[config.mk]
export PLATFORM = sky130hd
export DESIGN_NAME = rgbc_to_hsl_converter_top
export DESIGN_NICKNAME = d
export VERILOG_FILES = /design/src/hw/rtl/rgbc_pkg.sv /design/src/hw/rtl/rgbc_to_hsl_converter_top.sv
export SDC_FILE = /design/constraint.sdc
export NUM_CORES = 2
export LEC_CHECK = 0
export BUFFER_PORTS_ARGS = -buffer_cell sky130_fd_sc_hd__buf_2
export CORE_MARGIN = 8
export CORE_UTILIZATION = 55
export CTS_BUF_LIST = sky130_fd_sc_hd__clkbuf_4 sky130_fd_sc_hd__clkbuf_8
export CTS_CLUSTER_SIZE = 30
export DETAILED_ROUTE_END_ITERATION = 10
export PLACE_DENSITY_LB_ADDON = 0.3
export SETUP_SLACK_MARGIN = 0.02
export SLEW_MARGIN = 10
export SYNTH_ARGS = -nofsm -noshare
export SYNTH_HDL_FRONTEND = slang
export SYNTH_MEMORY_MAX_BITS = 65536
export SYNTH_SLANG_ARGS = --single-unit
[constraint.sdc]
create_clock -name clock -period 12.1 [get_ports clock]
set_input_delay 0.605 -clock clock [delete_from_list [all_inputs] [get_ports clock]]
set_output_delay 0.605 -clock clock [all_outputs]
set_load 0.005 [all_outputs]
[src/hw/rtl/rgbc_pkg.sv]
// shared types and constants for the rgbc to hsl converter
package rgbc_pkg;

   // stage indexes of the conversion pipeline
   localparam int unsigned NUM_STAGES    = 20;
   localparam int unsigned STAGE_W       = 5;
   localparam int unsigned S_LOAD        = 0;
   localparam int unsigned S_OVF         = 1;
   localparam int unsigned S_PDIV_FIRST  = 2;
   localparam int unsigned S_PDIV_LAST   = 8;
   localparam int unsigned S_PCT         = 9;
   localparam int unsigned S_MNX         = 10;
   localparam int unsigned S_PREP        = 11;
   localparam int unsigned S_HDIV_FIRST  = 12;
   localparam int unsigned S_HDIV_LAST   = 18;
   localparam int unsigned S_OUT         = 19;

   // channel order inside packed per-channel arrays
   localparam int unsigned CH_RED        = 0;
   localparam int unsigned CH_GREEN      = 1;
   localparam int unsigned CH_BLUE       = 2;

   // stream widths
   localparam int unsigned REQ_DATA_W    = 64;
   localparam int unsigned RSP_DATA_W    = 24;

   // constants of the conversion
   localparam logic [6:0]  PCT_FULL      = 7'd100;
   localparam logic [6:0]  HALF_LIGHT    = 7'd50;
   localparam logic [7:0]  SUM_FULL      = 8'd200;
   localparam logic [8:0]  HUE_GREEN     = 9'd120;
   localparam logic [8:0]  HUE_BLUE      = 9'd240;
   localparam logic [8:0]  HUE_WRAP      = 9'd360;
   localparam logic [6:0]  DEG_SECTOR    = 7'd60;

   // which channel holds the maximum
   typedef enum logic [1:0] {
      SEL_RED,
      SEL_GREEN,
      SEL_BLUE
   } sel_type;

   // everything one item carries down the pipeline
   typedef struct packed {
      logic              err;
      logic [2:0][22:0]  rem;
      logic [15:0]       den;
      logic [2:0][6:0]   quo;
      logic [2:0]        ovf;
      logic [2:0][6:0]   pct;
      logic [6:0]        mx;
      logic [6:0]        mn;
      logic [6:0]        dif;
      logic [7:0]        sum;
      logic [6:0]        light;
      sel_type           sel;
      logic              neg;
      logic              gray;
      logic [12:0]       hrem;
      logic [5:0]        hquo;
      logic [13:0]       srem;
      logic [7:0]        sden;
      logic [6:0]        squo;
      logic [8:0]        hue;
      logic [6:0]        sat;
   } item_type;

endpackage

[src/hw/rtl/rgbc_to_hsl_converter_top.sv]
// top level of the rgbc to hsl converter: a 20 stage conversion pipeline
//
// channel   direction  handshake              payload
// req_      in         req_tvalid/req_tready  req_tdata: red, green, blue, clear counts
// rsp_      out        rsp_tvalid/rsp_tready  rsp_tdata: hue, saturation, lightness, error
//
// one transfer is taken every cycle while the pipeline is not stalled by rsp_tready low
// most stages hold the restoring dividers, one quotient bit per stage:
//   7 stages for the three channel percentages, 7 for hue and saturation
// reset clears the valid bits only; payload registers are not reset
// each stage holds its item while the next one is full and stalled, so
// bubbles close up under rsp_tready low and nothing is dropped or repeated
module rgbc_to_hsl_converter_top
   import rgbc_pkg::*;
(
   input  logic                  clock,
   input  logic                  reset,
   input  logic                  req_tvalid,
   output logic                  req_tready,
   // [15:0] red_count, [31:16] green_count, [47:32] blue_count, [63:48] clear_count
   input  logic [REQ_DATA_W-1:0] req_tdata,
   output logic                  rsp_tvalid,
   input  logic                  rsp_tready,
   // [8:0] hue, [15:9] saturation, [22:16] lightness, [23] divide_error
   output logic [RSP_DATA_W-1:0] rsp_tdata
);

   item_type               pipe_ff [NUM_STAGES];
   item_type               pipe_in [NUM_STAGES];
   logic [NUM_STAGES-1:0]  valid_ff;
   logic [NUM_STAGES-1:0]  stage_rdy;

   // per-stage work; idx is a constant in every unrolled copy
   function automatic item_type stage_fn(input logic [STAGE_W-1:0] idx, input item_type d);
      item_type   o;
      int unsigned k;
      logic [22:0] psh;
      logic [12:0] hsh;
      logic [13:0] ssh;
      logic [6:0]  ox;
      logic [6:0]  oy;
      logic [6:0]  mag;
      logic [8:0]  q;
      o   = d;
      k   = 0;
      psh = '0;
      hsh = '0;
      ssh = '0;
      ox  = '0;
      oy  = '0;
      mag = '0;
      q   = '0;
      if (idx == STAGE_W'(S_OVF)) begin
         // quotient would not fit in 7 bits: percentage saturates anyway
         for (int c = 0; c < 3; c++) begin
            o.ovf[c] = {1'b0, d.rem[c]} >= {1'b0, d.den, 7'b0};
         end
      end else if (idx >= STAGE_W'(S_PDIV_FIRST) && idx <= STAGE_W'(S_PDIV_LAST)) begin
         k   = S_PDIV_LAST - 32'(idx);
         psh = {7'b0, d.den} << k;
         for (int c = 0; c < 3; c++) begin
            if (!d.ovf[c] && d.rem[c] >= psh) begin
               o.rem[c]    = d.rem[c] - psh;
               o.quo[c][k] = 1'b1;
            end
         end
      end else if (idx == STAGE_W'(S_PCT)) begin
         for (int c = 0; c < 3; c++) begin
            o.pct[c] = (d.ovf[c] || d.quo[c] > PCT_FULL) ? PCT_FULL : d.quo[c];
         end
      end else if (idx == STAGE_W'(S_MNX)) begin
         // ties: red over green over blue
         if (d.pct[CH_RED] >= d.pct[CH_GREEN] && d.pct[CH_RED] >= d.pct[CH_BLUE]) begin
            o.sel = SEL_RED;
            o.mx  = d.pct[CH_RED];
         end else if (d.pct[CH_GREEN] >= d.pct[CH_BLUE]) begin
            o.sel = SEL_GREEN;
            o.mx  = d.pct[CH_GREEN];
         end else begin
            o.sel = SEL_BLUE;
            o.mx  = d.pct[CH_BLUE];
         end
         o.mn = d.pct[CH_RED];
         if (d.pct[CH_GREEN] < o.mn) o.mn = d.pct[CH_GREEN];
         if (d.pct[CH_BLUE] < o.mn) o.mn = d.pct[CH_BLUE];
         o.dif   = o.mx - o.mn;
         o.sum   = {1'b0, o.mx} + {1'b0, o.mn};
         o.light = o.sum[7:1];
      end else if (idx == STAGE_W'(S_PREP)) begin
         case (d.sel)
            SEL_RED: begin
               ox = d.pct[CH_GREEN];
               oy = d.pct[CH_BLUE];
            end
            SEL_GREEN: begin
               ox = d.pct[CH_BLUE];
               oy = d.pct[CH_RED];
            end
            SEL_BLUE: begin
               ox = d.pct[CH_RED];
               oy = d.pct[CH_GREEN];
            end
            default: begin
               ox = '0;
               oy = '0;
            end
         endcase
         o.neg  = ox < oy;
         mag    = o.neg ? (oy - ox) : (ox - oy);
         o.gray = d.dif == '0;
         o.hrem = 13'(mag * DEG_SECTOR);
         o.srem = 14'(d.dif * PCT_FULL);
         o.sden = (d.light <= HALF_LIGHT) ? d.sum : (SUM_FULL - d.sum);
         o.hquo = '0;
         o.squo = '0;
      end else if (idx >= STAGE_W'(S_HDIV_FIRST) && idx <= STAGE_W'(S_HDIV_LAST)) begin
         k = S_HDIV_LAST - 32'(idx);
         // hue quotient stays below 64, so its top step is skipped
         if (k < 6) begin
            hsh = {6'b0, d.dif} << k;
            if (d.hrem >= hsh) begin
               o.hrem    = d.hrem - hsh;
               o.hquo[k] = 1'b1;
            end
         end
         ssh = {6'b0, d.sden} << k;
         if (d.srem >= ssh) begin
            o.srem    = d.srem - ssh;
            o.squo[k] = 1'b1;
         end
      end else if (idx == STAGE_W'(S_OUT)) begin
         q = {3'b0, d.hquo};
         case (d.sel)
            SEL_RED:   o.hue = d.neg ? (HUE_WRAP - q) : q;
            SEL_GREEN: o.hue = d.neg ? (HUE_GREEN - q) : (HUE_GREEN + q);
            SEL_BLUE:  o.hue = d.neg ? (HUE_BLUE - q) : (HUE_BLUE + q);
            default:   o.hue = '0;
         endcase
         o.sat = d.squo;
         if (d.gray) begin
            o.hue = '0;
            o.sat = '0;
         end
         if (d.err) begin
            o.hue   = '0;
            o.sat   = '0;
            o.light = '0;
         end
      end
      return o;
   endfunction

   // a stage may load when it is empty or its item moves on
   always_comb begin
      stage_rdy[NUM_STAGES-1] = !valid_ff[NUM_STAGES-1] || rsp_tready;
      for (int i = NUM_STAGES - 2; i >= 0; i--) begin
         stage_rdy[i] = !valid_ff[i] || stage_rdy[i+1];
      end
   end

   // stage 0: flag a zero clear count and scale each count by 100 ahead of the percentage divide
   always_comb begin
      pipe_in[S_LOAD]      = '0;
      pipe_in[S_LOAD].err  = req_tdata[63:48] == '0;
      pipe_in[S_LOAD].den  = req_tdata[63:48];
      pipe_in[S_LOAD].rem[CH_RED]   = 23'(req_tdata[15:0] * PCT_FULL);
      pipe_in[S_LOAD].rem[CH_GREEN] = 23'(req_tdata[31:16] * PCT_FULL);
      pipe_in[S_LOAD].rem[CH_BLUE]  = 23'(req_tdata[47:32] * PCT_FULL);
      for (int i = 1; i < NUM_STAGES; i++) begin
         pipe_in[i] = stage_fn(STAGE_W'(i), pipe_ff[i-1]);
      end
   end

   always_ff @(posedge clock) begin
      if (reset) begin
         valid_ff <= '0;
      end else begin
         if (stage_rdy[0]) valid_ff[0] <= req_tvalid;
         for (int i = 1; i < NUM_STAGES; i++) begin
            if (stage_rdy[i]) valid_ff[i] <= valid_ff[i-1];
         end
      end
   end

   // payload moves with its valid bit, no reset
   always_ff @(posedge clock) begin
      for (int i = 0; i < NUM_STAGES; i++) begin
         if (stage_rdy[i]) pipe_ff[i] <= pipe_in[i];
      end
   end

   assign req_tready = stage_rdy[0];
   assign rsp_tvalid = valid_ff[NUM_STAGES-1];
   assign rsp_tdata  = {pipe_ff[S_OUT].err, pipe_ff[S_OUT].light,
                        pipe_ff[S_OUT].sat, pipe_ff[S_OUT].hue};

endmodule

==> metrics.md <==
| Metric | Value |
|---|---|
| Synth Register Bits | 1250 |
| Synth Area in Adders | 14.8% |
| Final setup viols | 0 |
| Ranking of synthesized cells by area | edfxtp_1, ha_1, inv_1, xnor2_1, o21ai_0 |
| Startpoint types | flip-flop |
| CTS resizes | 0 |
| Post-CTS Hold Buffers | 29 |
| Post-synthesis sequential area ratio | 51.1% |
| DRT Wirelength | 159000 µm |
| Die height | 381 µm |
| Unrepaired setup endpoints after global routing | no |
| Post-synthesis xor/xnor area fraction | 4.58% |
| Post-DR wirelength/cell | 18.6 µm |
| CP required | 12.71 ns |
| P&R area growth vs syn | 9.17% |
| DRC Markers | 0 |
| Worst skew pair latency | 0.90 ns |
| I/O Buffers | 93 |
| Via/cell ratio | 5.64 |
| Synth Warn # | 0 |
| Crit Path Category | reg2reg |
| CTS buffer count | 194 |
| Placer congestion estimate | 0.944 |
| DP Cell Count | 8134 |
| Die Wd | 381 µm |
| Most frequent cells in the layout | edfxtp_1, ha_1, inv_1, nand2_1, nor2_1 |
| Filler Cells Inserted | 10332 |
| Worst hold start | reset |
| Synthesized instance count | 6371 |
| Layout Nets | 7494 |
| Global Route Usage Sum | 21.3% |
| WHS Endpoint | valid_ff[16]$_SDFFE_PP0P_ |
| Post-layout util | 60.6% |
| Global route overflow | 0 |
| Period minus WS final | 6.47 ns |
| Flop-to-flop setup slack | 5.63 ns |
| Mapped Area | 73100 µm² |
| Core area | 132000 µm² |
| Final std cells w/o fill | 8530 |
| Worst-path fanout max | 23 |
| IO Pins | 94 |
| Fin Setup TNS | 0 ns |
| Reg-to-Reg End | pipe_ff[2][768]$_DFFE_PP_ |
| Initial DRC count | 3917 |
| Mux contribution to synthesized area | 2.80% |
| Max Cap Viol | 0 |
| Initial Utilization | 55.5% |
| Element type at the critical path end | flip-flop |
| Clock input transition at the sequential cells of the worst setup and hold paths | 0.06 ns |
| Final antenna-violating net count | 0 |
| Row count | 133 |
| DR vias | 48068 |
| Final worst clock skew | 0.0395 ns |
| Post-synthesis net count | 7260 |
| Pre-antenna DRT Iters | 7 |
| Hold Path Cell Cnt | 2 |
| Initial antenna violation count | 3 |
| Crit path DAT | 7.08 ns |
| Simple-gate portion of the synthesized area | 10.7% |
| Final hold violation count | 0 |
| CTS tree | yes |
| Fmax | 155 MHz |
| Deepest clock path buffer count | 3 |
| Asr flop ratio synth | 0% |
| Layout cell share with drive strength beyond 1 | 9.51% |
| First-pass GRT wire length | 248000 µm |
| Hold Crit Class | in2reg |
| Reg-to-reg critical path startpoint | pipe_ff[2][537]$_SDFFCE_PP0P_ |
| Largest net degree at the start of global routing | 88 |
| Slew headroom | 22.8% |
| Clock root cell | clkbuf_8 |
| Post-synth top area cell | edfxtp_1 |
| Top cell type's share of synthesized area | 50.5% |
| Post-CTS setup buffer count | 0 |
| Synth cell types | 91 |
| Die area | 145000 µm² |
| Post-placement setup slack | 5.61 ns |
| Status | complete, no violations |
| Post-synth EDFFs | 1230 |
| Sink Count | 1250 |
| Final Worst Setup Slack | 5.63 ns |
| Post-DP HPWL | 123000 µm |
| Final count of pins violating max slew | 0 |
| Synth Area in Compound Gates | 11.8% |
| Vias in the first global route | 46607 |
| H-Tree Depth | 4 |
| Slew @ Worst Pin | 1.16 ns |
| Tcrit/Tclk final | 53.5% |
| Commonest non-fill, non-tap cell in the layout | edfxtp_1 |
| Main synth FF type | edfxtp_1 |
| Post-Syn Area per Cell | 11.5 µm² |
| Largest family of logic cells by synthesized area | adder cells |
| Reg2Reg Depth | 21 |
-- Yosys cell counts, drive strengths merged (68+ instances only) --
cell	n
edfxtp	1230
ha	745
inv	673
nand2	404
nor2	399
o21ai	365
a21oi	346
xnor2	218
xor2	164
a21o	149
mux2	139
nor3	120
nand3	110
nor2b	106
nand2b	86
o21a	85
fa	76
clkbuf	68
-- worst max path at each step --
stage / endpoint / cells past startpoint / slack, ns / startpoint
final: pipe_ff[2][768]$_DFFE_PP_ / 21 / 5.63 / pipe_ff[2][537]$_SDFFCE_PP0P_
after global routing: pipe_ff[2][768]$_DFFE_PP_ / 21 / 5.12 / pipe_ff[2][537]$_SDFFCE_PP0P_
after CTS: pipe_ff[2][768]$_DFFE_PP_ / 21 / 5.60 / pipe_ff[2][537]$_SDFFCE_PP0P_
after detailed placement: pipe_ff[2][768]$_DFFE_PP_ / 21 / 5.61 / pipe_ff[2][537]$_SDFFCE_PP0P_
after global placement: pipe_ff[2][768]$_DFFE_PP_ / 21 / 5.73 / pipe_ff[2][537]$_SDFFCE_PP0P_
after floorplan: req_tready / 8 / 1.10 / rsp_tready
-- critical path, stage by stage, from the launching register on --
cell,delay [ns]
edfxtp_1,0.72
nor2b_1,0.52
a21oi_1,0.18
ha_1,0.43
and2_1,0.20
nand2_1,0.08
o211a_1,0.24
nor2_2,0.37
mux2_4,0.36
or4_1,0.49
and4_1,0.30
fa_1,0.54
inv_1,0.06
fa_1,0.49
inv_1,0.04
ha_1,0.31
a21boi_0,0.15
o21ai_0,0.20
nand2b_1,0.10
a21o_1,0.19
a21oi_1,0.16
xnor2_1,0.07
-- per-layer routing --
metal  GRT usage [%]  wire, µm  vias to the layer above
met1            28.3     71600                    22640
met4            9.07      6680                        0
met5               0         0                        -
met2            34.3     71600                     1298
met3            3.87      8810                      329
li1                -         -                    23801
-- layout make-up --
class	instances	area [µm²]	area share, %
Antenna cell	4	10.0	0.0125
Timing Repair Buffer	154	996	1.25
Inverter	675	2540	3.18
Multi-Input combinational cell	4330	32800	41.1
Tap cell	1755	2200	2.75
Clock buffer	248	3090	3.88
Clock inverter	114	833	1.04
Sequential cell	1250	37300	46.8
-- registers in the layout, indices dropped and copies added, names as in the netlist, named ones only --
name and count:
pipe_ff 1229, valid_ff 20
-- cells by family after synthesis --
logic type / after synthesis
compound gates: 1354
mux: 187
simple gates: 1585
flops: 1250
xor+xnor: 382
other cells: 1
buf+inv: 791
fa+ha+maj: 821
-- stage by stage --
stage / hold WS, ns / area, µm²
6_report: 0.105 / 79800
5_1_grt: 0.0598 / 79800
4_1_cts: 0.00336 / 79800
3_5_place_dp: 0.405 / 75600
3_3_place_gp: 0.401 / 75600
2_1_floorplan: 0.400 / 73100
Power is not shown: default switching activity piles up to over one toggle a cycle in this logic, so the estimate is an artifact.
